### src/sv/bqd_pkg.sv
`timescale 1ns / 1ps
// Shared types, widths and constants of the biquad direct form II filter.
package bqd_pkg;

   // Field and storage widths.
   localparam int SAMPLE_W    = 16;
   localparam int COEF_WIDTH  = 32;
   localparam int STATE_WIDTH = 48;
   localparam int COEF_FRAC   = COEF_WIDTH - 4;
   localparam int STATE_FRAC  = 16;

   // The MAC consumes one coefficient digit per cycle; the digit is as wide as
   // the integer part of the coefficient, so the fractional shift is a whole
   // number of digits.
   localparam int DIGIT_W = COEF_WIDTH - COEF_FRAC;
   localparam int DIGITS  = COEF_WIDTH / DIGIT_W;
   localparam int CNT_W   = $clog2(DIGITS);
   localparam int TERMS   = 3;
   localparam int ACC_W   = STATE_WIDTH + 8;

   // Register port geometry.
   localparam int REG_COUNT  = 5;
   localparam int DATA_W     = (COEF_WIDTH > 32) ? 64 : 32;
   localparam int REG_STRIDE = DATA_W / 8;
   localparam int IDX_LSB    = $clog2(REG_STRIDE);
   localparam int ADDR_W     = $clog2(REG_STRIDE * REG_COUNT);
   localparam int REG_IDX_W  = ADDR_W - IDX_LSB;

   typedef logic signed [SAMPLE_W-1:0]    sample_type;
   typedef logic signed [COEF_WIDTH-1:0]  coef_type;
   typedef logic signed [STATE_WIDTH-1:0] delay_type;
   typedef logic signed [ACC_W-1:0]       acc_type;

   // Reset value of a0 is 1.0 in the coefficient format.
   localparam coef_type A0_RESET = coef_type'({{(COEF_WIDTH-1){1'b0}}, 1'b1} << COEF_FRAC);

   // Half of one digit weight, used to round the feedback sum.
   localparam acc_type HALF_DIGIT = acc_type'(1) <<< (DIGIT_W - 1);
   // Half of one output step, used to round the output sum.
   localparam acc_type HALF_OUT   = acc_type'(1) <<< (STATE_FRAC - 1);

   localparam sample_type SAMPLE_MAX = {1'b0, {(SAMPLE_W-1){1'b1}}};
   localparam sample_type SAMPLE_MIN = {1'b1, {(SAMPLE_W-1){1'b0}}};
   localparam delay_type  DELAY_MAX  = {1'b0, {(STATE_WIDTH-1){1'b1}}};
   localparam delay_type  DELAY_MIN  = {1'b1, {(STATE_WIDTH-1){1'b0}}};

   // Register indexes.
   typedef enum logic [REG_IDX_W-1:0] {
      REG_NEG_B1 = 0,
      REG_NEG_B2 = 1,
      REG_A0     = 2,
      REG_A1     = 3,
      REG_A2     = 4
   } reg_index_type;

   typedef struct packed {
      coef_type neg_b1;
      coef_type neg_b2;
      coef_type a0;
      coef_type a1;
      coef_type a2;
   } coef_set_type;

   // Command from the sequencer to the digit-serial MAC.
   typedef struct packed {
      logic start;
      logic round_half;
   } mac_cmd_type;

endpackage

### src/sv/bqd_if.sv
`timescale 1ns / 1ps
// Handshake interfaces for the sample channel and the result channel.
interface bqd_req_if;
   import bqd_pkg::*;
   logic       valid;
   logic       ready;
   sample_type sample;

   modport source (output valid, output sample, input ready);
   modport sink   (input valid, input sample, output ready);
endinterface

interface bqd_rsp_if;
   import bqd_pkg::*;
   logic       valid;
   logic       ready;
   sample_type filtered;
   logic       clipped;

   modport source (output valid, output filtered, output clipped, input ready);
   modport sink   (input valid, input filtered, input clipped, output ready);
endinterface

### src/sv/biquad_iir_direct_form_two_unit.sv
`timescale 1ns / 1ps
// Biquad IIR section in direct form II: one 16-bit sample in, one rounded and
// saturated 16-bit result with a clip flag out. Coefficients are signed Q4.28
// set through the register port; the two delays are Q32.16 and saturate. A
// shared three-term MAC consumes one 4-bit coefficient digit per cycle, first for
// the feedback sum and then for the output sum; a sample is accepted only while
// no other is in either pass. The result sits in an output register, so a new
// sample is taken while the previous result waits; the next result only waits
// for that register to drain. Coefficients must be written only while no sample
// is in flight; the unit itself does not enforce this.
module biquad_iir_direct_form_two_unit (
   input  logic                       clock,
   input  logic                       reset,
   bqd_req_if.sink                    req,
   bqd_rsp_if.source                  rsp,
   input  logic                       csr_psel,
   input  logic                       csr_penable,
   input  logic                       csr_pwrite,
   input  logic [bqd_pkg::ADDR_W-1:0] csr_paddr,
   input  logic [bqd_pkg::DATA_W-1:0] csr_pwdata,
   output logic [bqd_pkg::DATA_W-1:0] csr_prdata,
   output logic                       csr_pready
);
   import bqd_pkg::*;

   typedef enum logic [3:0] {
      ST_IDLE     = 4'b0001,
      ST_FEEDBACK = 4'b0010,
      ST_LAUNCH   = 4'b0100,
      ST_FORWARD  = 4'b1000
   } fsm_type;

   fsm_type    state_ff, state_in;
   sample_type x_ff, x_in;
   delay_type  w_ff, w_in;
   delay_type  w1_ff, w1_in;
   delay_type  w2_ff, w2_in;
   logic       out_valid_ff, out_valid_in;
   sample_type filtered_ff, filtered_in;
   logic       clipped_ff, clipped_in;

   coef_set_type coefs;
   mac_cmd_type  mac_cmd;
   coef_type     mac_coef  [TERMS];
   delay_type    mac_mcand [TERMS];
   logic         mac_done;
   acc_type      mac_acc;

   logic                          accept;
   logic                          fb_phase;
   logic                          out_free;
   acc_type                       wsum;
   logic [ACC_W-STATE_WIDTH:0]    w_top;
   delay_type                     w_sat;
   acc_type                       ysum;
   logic signed [ACC_W-STATE_FRAC-1:0] y_round;
   logic [ACC_W-STATE_FRAC-SAMPLE_W:0] y_top;
   logic                          y_fits;
   sample_type                    y_sat;

   bqd_csr u_csr (
      .clock       (clock),
      .reset       (reset),
      .csr_psel    (csr_psel),
      .csr_penable (csr_penable),
      .csr_pwrite  (csr_pwrite),
      .csr_paddr   (csr_paddr),
      .csr_pwdata  (csr_pwdata),
      .csr_prdata  (csr_prdata),
      .csr_pready  (csr_pready),
      .coefs       (coefs)
   );

   bqd_mac u_mac (
      .clock (clock),
      .reset (reset),
      .cmd   (mac_cmd),
      .coef  (mac_coef),
      .mcand (mac_mcand),
      .done  (mac_done),
      .acc   (mac_acc)
   );

   assign req.ready    = (state_ff == ST_IDLE);
   assign accept       = req.valid && req.ready;
   assign fb_phase     = (state_ff == ST_IDLE) || (state_ff == ST_FEEDBACK);
   assign out_free     = !out_valid_ff || rsp.ready;
   assign rsp.valid    = out_valid_ff;
   assign rsp.filtered = filtered_ff;
   assign rsp.clipped  = clipped_ff;

   // MAC operands: the feedback pass uses the delays and the negated poles,
   // the output pass the new intermediate and the delays before the update.
   always_comb begin
      if (fb_phase) begin
         mac_coef[0]  = coefs.neg_b1;
         mac_coef[1]  = coefs.neg_b2;
         mac_coef[2]  = '0;
         mac_mcand[0] = w1_ff;
         mac_mcand[1] = w2_ff;
         mac_mcand[2] = '0;
      end else begin
         mac_coef[0]  = coefs.a0;
         mac_coef[1]  = coefs.a1;
         mac_coef[2]  = coefs.a2;
         mac_mcand[0] = w_ff;
         mac_mcand[1] = w1_ff;
         mac_mcand[2] = w2_ff;
      end
      mac_cmd.start      = accept || (state_ff == ST_LAUNCH);
      mac_cmd.round_half = (state_ff == ST_IDLE);
   end

   // New intermediate: rounded feedback sum plus the sample, saturated.
   always_comb begin
      wsum  = mac_acc + (acc_type'(x_ff) <<< STATE_FRAC);
      w_top = wsum[ACC_W-1:STATE_WIDTH-1];
      if ((&w_top) || !(|w_top)) begin
         w_sat = wsum[STATE_WIDTH-1:0];
      end else begin
         w_sat = wsum[ACC_W-1] ? DELAY_MIN : DELAY_MAX;
      end
   end

   // Output: drop the delay fraction with round half up, then saturate.
   always_comb begin
      ysum    = mac_acc + HALF_OUT;
      y_round = ysum[ACC_W-1:STATE_FRAC];
      y_top   = y_round[ACC_W-STATE_FRAC-1:SAMPLE_W-1];
      y_fits  = (&y_top) || !(|y_top);
      if (y_fits) begin
         y_sat = y_round[SAMPLE_W-1:0];
      end else begin
         y_sat = y_round[ACC_W-STATE_FRAC-1] ? SAMPLE_MIN : SAMPLE_MAX;
      end
   end

   // Sequencer.
   always_comb begin
      state_in     = state_ff;
      x_in         = x_ff;
      w_in         = w_ff;
      w1_in        = w1_ff;
      w2_in        = w2_ff;
      filtered_in  = filtered_ff;
      clipped_in   = clipped_ff;
      out_valid_in = out_valid_ff && !rsp.ready;
      unique case (state_ff)
         ST_IDLE: begin
            if (accept) begin
               x_in     = req.sample;
               state_in = ST_FEEDBACK;
            end
         end
         ST_FEEDBACK: begin
            if (mac_done) begin
               w_in     = w_sat;
               state_in = ST_LAUNCH;
            end
         end
         ST_LAUNCH: begin
            state_in = ST_FORWARD;
         end
         ST_FORWARD: begin
            if (mac_done && out_free) begin
               filtered_in  = y_sat;
               clipped_in   = !y_fits;
               out_valid_in = 1'b1;
               w2_in        = w1_ff;
               w1_in        = w_ff;
               state_in     = ST_IDLE;
            end
         end
         default: begin
            state_in = ST_IDLE;
         end
      endcase
   end

   always_ff @(posedge clock) begin
      if (reset) begin
         state_ff     <= ST_IDLE;
         w1_ff        <= '0;
         w2_ff        <= '0;
         out_valid_ff <= 1'b0;
      end else begin
         state_ff     <= state_in;
         w1_ff        <= w1_in;
         w2_ff        <= w2_in;
         out_valid_ff <= out_valid_in;
      end
   end

   always_ff @(posedge clock) begin
      x_ff        <= x_in;
      w_ff        <= w_in;
      filtered_ff <= filtered_in;
      clipped_ff  <= clipped_in;
   end

endmodule

### src/sv/bqd_csr.sv
`timescale 1ns / 1ps
// APB-style register file holding the five filter coefficients.
module bqd_csr (
   input  logic                       clock,
   input  logic                       reset,
   input  logic                       csr_psel,
   input  logic                       csr_penable,
   input  logic                       csr_pwrite,
   input  logic [bqd_pkg::ADDR_W-1:0] csr_paddr,
   input  logic [bqd_pkg::DATA_W-1:0] csr_pwdata,
   output logic [bqd_pkg::DATA_W-1:0] csr_prdata,
   output logic                       csr_pready,
   output bqd_pkg::coef_set_type      coefs
);
   import bqd_pkg::*;

   coef_set_type  coefs_ff, coefs_in;
   reg_index_type reg_idx;
   coef_type      wr_value;
   logic          wr_en;

   assign csr_pready = 1'b1;
   assign reg_idx    = reg_index_type'(csr_paddr[ADDR_W-1:IDX_LSB]);
   assign wr_value   = csr_pwdata[COEF_WIDTH-1:0];
   assign wr_en      = csr_psel && csr_penable && csr_pwrite && csr_pready;
   assign coefs      = coefs_ff;

   // Write decode; indexes past the last register are dropped.
   always_comb begin
      coefs_in = coefs_ff;
      if (wr_en) begin
         unique case (reg_idx)
            REG_NEG_B1: coefs_in.neg_b1 = wr_value;
            REG_NEG_B2: coefs_in.neg_b2 = wr_value;
            REG_A0:     coefs_in.a0     = wr_value;
            REG_A1:     coefs_in.a1     = wr_value;
            REG_A2:     coefs_in.a2     = wr_value;
            default:    coefs_in        = coefs_ff;
         endcase
      end
   end

   // Read decode, sign-extended to the bus width.
   always_comb begin
      unique case (reg_idx)
         REG_NEG_B1: csr_prdata = DATA_W'(coefs_ff.neg_b1);
         REG_NEG_B2: csr_prdata = DATA_W'(coefs_ff.neg_b2);
         REG_A0:     csr_prdata = DATA_W'(coefs_ff.a0);
         REG_A1:     csr_prdata = DATA_W'(coefs_ff.a1);
         REG_A2:     csr_prdata = DATA_W'(coefs_ff.a2);
         default:    csr_prdata = '0;
      endcase
   end

   always_ff @(posedge clock) begin
      if (reset) begin
         coefs_ff.neg_b1 <= '0;
         coefs_ff.neg_b2 <= '0;
         coefs_ff.a0     <= A0_RESET;
         coefs_ff.a1     <= '0;
         coefs_ff.a2     <= '0;
      end else begin
         coefs_ff <= coefs_in;
      end
   end

endmodule

### src/sv/bqd_mac.sv
`timescale 1ns / 1ps
// Digit-serial three-term multiply-accumulate with a built-in fractional shift.
module bqd_mac (
   input  logic                 clock,
   input  logic                 reset,
   input  bqd_pkg::mac_cmd_type cmd,
   input  bqd_pkg::coef_type    coef  [bqd_pkg::TERMS],
   input  bqd_pkg::delay_type   mcand [bqd_pkg::TERMS],
   output logic                 done,
   output bqd_pkg::acc_type     acc
);
   import bqd_pkg::*;

   logic [COEF_WIDTH-1:0] coef_sr_ff [TERMS];
   logic [COEF_WIDTH-1:0] coef_sr_in [TERMS];
   logic [CNT_W-1:0]      cnt_ff, cnt_in;
   logic                  busy_ff, busy_in;
   logic                  done_ff, done_in;
   logic                  round_ff, round_in;
   acc_type               acc_ff, acc_in;

   logic signed [DIGIT_W:0]             digit [TERMS];
   logic signed [STATE_WIDTH+DIGIT_W:0] prod  [TERMS];
   acc_type                             sum;
   logic                                last;

   assign done = done_ff;
   assign acc  = acc_ff;
   assign last = (cnt_ff == CNT_W'(DIGITS - 1));

   // One coefficient digit per term, least significant first. The top digit
   // carries the sign; the others are unsigned.
   always_comb begin
      sum = acc_ff;
      for (int i = 0; i < TERMS; i++) begin
         digit[i] = last ? {coef_sr_ff[i][DIGIT_W-1], coef_sr_ff[i][DIGIT_W-1:0]}
                         : {1'b0, coef_sr_ff[i][DIGIT_W-1:0]};
         prod[i]  = digit[i] * mcand[i];
         sum      = sum + acc_type'(prod[i]);
      end
      // The rounding half of the fractional shift lands in the next to last digit.
      if (round_ff && (cnt_ff == CNT_W'(DIGITS - 2))) begin
         sum = sum + HALF_DIGIT;
      end
   end

   // The accumulator shifts right one digit after every digit but the last,
   // so it ends at the sum floored by the coefficient fraction.
   always_comb begin
      coef_sr_in = coef_sr_ff;
      cnt_in     = cnt_ff;
      busy_in    = busy_ff;
      done_in    = done_ff;
      round_in   = round_ff;
      acc_in     = acc_ff;
      if (cmd.start) begin
         for (int i = 0; i < TERMS; i++) begin
            coef_sr_in[i] = coef[i];
         end
         cnt_in   = '0;
         busy_in  = 1'b1;
         done_in  = 1'b0;
         round_in = cmd.round_half;
         acc_in   = '0;
      end else if (busy_ff) begin
         for (int i = 0; i < TERMS; i++) begin
            coef_sr_in[i] = coef_sr_ff[i] >> DIGIT_W;
         end
         cnt_in = cnt_ff + CNT_W'(1);
         if (last) begin
            acc_in  = sum;
            busy_in = 1'b0;
            done_in = 1'b1;
         end else begin
            acc_in = sum >>> DIGIT_W;
         end
      end
   end

   always_ff @(posedge clock) begin
      if (reset) begin
         cnt_ff  <= '0;
         busy_ff <= 1'b0;
         done_ff <= 1'b0;
      end else begin
         cnt_ff  <= cnt_in;
         busy_ff <= busy_in;
         done_ff <= done_in;
      end
   end

   always_ff @(posedge clock) begin
      coef_sr_ff <= coef_sr_in;
      round_ff   <= round_in;
      acc_ff     <= acc_in;
   end

endmodule

### src/flat_wrapper.sv
// flat-port wrapper written by rule: the top's interface ports become plain ports
module biquad_iir_direct_form_two_unit_flat import bqd_pkg::*;
  (clock, reset, csr_psel, csr_penable, csr_pwrite, csr_paddr, csr_pwdata, csr_prdata, csr_pready, req_valid, req_sample, req_ready, rsp_valid, rsp_filtered, rsp_clipped, rsp_ready);
  bqd_req_if req_i ();
  bqd_rsp_if rsp_i ();
  input  logic clock;
  input  logic reset;
  input  logic csr_psel;
  input  logic csr_penable;
  input  logic csr_pwrite;
  input  logic [bqd_pkg::ADDR_W-1:0] csr_paddr;
  input  logic [bqd_pkg::DATA_W-1:0] csr_pwdata;
  output logic [bqd_pkg::DATA_W-1:0] csr_prdata;
  output logic csr_pready;
  input wire logic [$bits(req_i.valid)-1:0] req_valid;
  input wire logic [$bits(req_i.sample)-1:0] req_sample;
  output wire logic [$bits(req_i.ready)-1:0] req_ready;
  output wire logic [$bits(rsp_i.valid)-1:0] rsp_valid;
  output wire logic [$bits(rsp_i.filtered)-1:0] rsp_filtered;
  output wire logic [$bits(rsp_i.clipped)-1:0] rsp_clipped;
  input wire logic [$bits(rsp_i.ready)-1:0] rsp_ready;
  assign req_i.valid = req_valid;
  assign req_i.sample = req_sample;
  assign req_ready = req_i.ready;
  assign rsp_valid = rsp_i.valid;
  assign rsp_filtered = rsp_i.filtered;
  assign rsp_clipped = rsp_i.clipped;
  assign rsp_i.ready = rsp_ready;
  biquad_iir_direct_form_two_unit u_core (.clock(clock), .reset(reset), .req(req_i), .rsp(rsp_i), .csr_psel(csr_psel), .csr_penable(csr_penable), .csr_pwrite(csr_pwrite), .csr_paddr(csr_paddr), .csr_pwdata(csr_pwdata), .csr_prdata(csr_prdata), .csr_pready(csr_pready));
endmodule
### config.mk
export PLATFORM = sky130hd
export DESIGN_NAME = biquad_iir_direct_form_two_unit_flat
export DESIGN_NICKNAME = d
export VERILOG_FILES = /design/src/sv/bqd_pkg.sv /design/src/sv/bqd_if.sv /design/src/sv/biquad_iir_direct_form_two_unit.sv /design/src/sv/bqd_csr.sv /design/src/sv/bqd_mac.sv /design/src/flat_wrapper.sv
export SDC_FILE = /design/constraint.sdc
export NUM_CORES = 2
export LEC_CHECK = 0
export BUFFER_PORTS_ARGS = -buffer_cell sky130_fd_sc_hd__buf_4
export CAP_MARGIN = 20
export CORE_MARGIN = 2
export CORE_UTILIZATION = 55
export DETAILED_ROUTE_END_ITERATION = 6
export PLACE_DENSITY = 0.74
export RECOVER_POWER = 100
export REMOVE_ABC_BUFFERS = 1
export SLEW_MARGIN = 10
export SYNTH_ARGS = -nofsm -noshare
export SYNTH_HDL_FRONTEND = slang
export SYNTH_SLANG_ARGS = --single-unit
export TNS_END_PERCENT = 1
### constraint.sdc
create_clock -name clock -period 8.32 [get_ports clock]
set_clock_uncertainty 0.2 [all_clocks]
set_input_delay 0.832 -clock clock [delete_from_list [all_inputs] [get_ports clock]]
set_output_delay 0.832 -clock clock [all_outputs]
set_load 0.01 [all_outputs]
==> metrics.txt <==
status finished, violations left; failing checks capacitance limit, slew limit, setup timing; maximum root-to-sink buffer count 3; type of the worst min-delay path in2reg; Synth area leader fa_1; CP delay by family, top adder cells; Die X 312 um; slew at the pin with the worst max-slew slack 1870 ps; #FFs+latches synth 500; Routed WL 158 mm; largest net degree at the start of global routing 141; die height 312 um; hpwl dp 118 mm; pwr dens 209 mW/mm^2; Max Cap Violations 2; first-pass GRT wire length 250 mm; Final Hold Fails 0; final setup TNS -7640 ps; Worst path max stage delay 550 ps; Ys Warns 0; I/O pin count 112; Starting Density 0.557; root buf cell clkbuf_16; CP dominant cell by count fa_1; Max Slew Vio Count 58; post-synthesis cell count 6300; Num CTS Buffers 57; fin crit period 8700 ps; final hold slack 133 ps; Distinct cells, synth 105; initial antenna violation count 3; number of flops mapped to enable cells by yosys 178; H-tree depth 2; Synth area leaders fa_1 (27%), dfxtp_1 (12%), nand2_1 (12%); hold path start req_sample[1]; worst path buffer plus inverter count 11; RePlAce Congestion 0.990; Tcrit/Tclk final 1.05; Worst EP required 8690 ps; PortBufs 108; CORE AREA 0.0937 sq mm; Routed Antenna Nets 0; clock tree sinks 500; CP endpoint kind flip-flop; post-synth top area share 0.273; synthesized cell area 0.0522 sq mm; maximum VDD drop 0.000173 V; slowest CP cell fa_1; CTS tree built; max_slew headroom -0.244; Die Area 0.0974 sq mm; setup repair after global routing missed its margin yes; DR pass1 iterations 6; worst skew pair latency 700 ps; ys async rst share 0; Post-CTS Hold Buffers 0; total track usage 0.324; nets@finish 7636; WS Path Type reg2reg; critical path startpoint u_core.state_ff[1]$_SDFFE_PP0P_; Main synth FF type dfxtp_1; Worst Path Arrival 9080 ps; crit start category flip-flop; Seq/Total Area, Yosys 0.226; Worst-path clk slew 60 ps; DRC errors left 0; Routed wire per std cell 19.8 um; Vias 45393; row count 112; synthesized area per cell 8.28 sq um; initial detailed-routing violation count 3988; r2r startpoint u_core.state_ff[1]$_SDFFE_PP0P_; Lkg Pwr 26.7 nW; Util after Layout 0.647; setup ws final -385 ps; Overflow after GRT 0; worst-path fanout max 26; DR vias/cell 5.68; layout cells sized above 1 0.148; number of global-route vias before repair 46205; area grow syn2layout 16.3%; final count of negative-setup-slack endpoints 29; Max Freq 115 MHz
==> cells in the mapped netlist (all sizes together), types with 81 or more instances <==
library cell     n
o21ai          172
nand2         1623
xnor2          104
clkbuf         278
a21oi          414
inv            884
ha             174
dfxtp          322
nor2           255
edfxtp         178
mux2i          106
and2           149
fa             711
a31oi           81
==> where the power goes <==
part / leakage (nW) / internal [mW] / switching, mW
Clock: 1.04 / 1.69 / 1.16
Sequential: 4.31 / 2.84 / 0.287
Combinational: 21.3 / 2.86 / 3.84
==> cell type report <==
class / instances / area (sq um)
inverters: 885 / 3330
flip-flops and latches: 500 / 11800
clock inverters: 32 / 462
fillers: 7829 / 33100
repair buffers: 661 / 5430
well taps: 1254 / 1570
diodes: 1 / 2.50
clock buffers: 75 / 1660
multi-input cells: 4586 / 36400
==> metal layers <==
metal,track usage,vias up,share of wire
met1,0.413,22079,0.39
li1,-,20866,-
met4,0.151,2,0.051
met5,0,-,0.000095
met3,0.0553,414,0.081
met2,0.541,2032,0.48
==> kinds of logic (layout without fill, tap and decap cells) <==
kind of cell / Yosys count / after routing / synth area share
DFF: 500 / 500 / 0.226
AOI/OAI and AO/OA: 961 / 962 / 0.113
adders and majority gates: 885 / 885 / 0.314
muxes: 111 / 111 / 0.0216
and+or+nand+nor: 2470 / 2470 / 0.209
other: 1 / 2 / 0.0000719
buffers and inverters: 1215 / 1653 / 0.0888
xor gates and xnor gates: 157 / 157 / 0.0267
==> sequential cells by signal, summed over array words and instances, names as in the netlist, 3 cells and up <==
signal                   cells
u_core.u_mac.coef_sr_ff     96
u_core.state_ff              4
u_core.rsp.filtered         16
u_core.u_csr.coefs         160
u_core.u_mac.cnt_ff          3
u_core.w_ff                 48
u_core.w1_ff                48
u_core.x_ff                 16
u_core.u_mac.acc            56
u_core.w2_ff                48
==> metrics by stage <==
| stage | instance area [sq um] | setup slack [ps] | power [mW] | instances |
|---|---|---|---|---|
| CTS | 60200 | -384 | 12.5 | 7980 |
| floorplan | 50900 | -8200 | 6.84 | 5970 |
| global placement | 57700 | -479 | 9.42 | 7865 |
| detailed placement | 57700 | -555 | 9.53 | 7865 |
| global route | 60700 | -674 | 13.4 | 7994 |
| finish | 60700 | -385 | 12.7 | 7994 |
==> final timing paths <==
check                                            to  slack (ps)  cells past startpoint
setup / recovery  u_core.u_mac.acc[51]$_SDFFE_PN0P_        -380                     33
hold / removal             u_core.x_ff[1]$_DFFE_PP_         130                      1
setup reg to reg  u_core.u_mac.acc[51]$_SDFFE_PN0P_        -380                     33
hold reg to reg        u_core.w2_ff[0]$_SDFFE_PP0P_         260                      2
==> placed cells by master (no fill, tap or decap), types with 30 or more instances in the layout <==
| master | n |
|---|---|
| a21boi_0 | 47 |
| a21o_1 | 39 |
| a21oi_1 | 408 |
| a221o_1 | 32 |
| a31oi_1 | 76 |
| and2_1 | 142 |
| and3_1 | 59 |
| buf_12 | 30 |
| buf_4 | 601 |
| clkbuf_16 | 61 |
| dfxtp_1 | 319 |
| edfxtp_1 | 178 |
| fa_1 | 709 |
| ha_1 | 164 |
| inv_1 | 880 |
| mux2i_1 | 106 |
| nand2_1 | 1602 |
| nand3_1 | 52 |
| nand4_1 | 47 |
| nor2_1 | 248 |
| nor3_1 | 50 |
| o21ai_0 | 149 |
| or2_2 | 54 |
| xnor2_1 | 97 |
| xor2_1 | 51 |
==> repair_timing <==
item,4_1_cts,5_1_grt
resized for setup,75,66
pin swaps,31,27
cloned,2,2
setup buffers,6,9
setup endpoints to repair,37,46
Power figures use the tool's default switching activity.
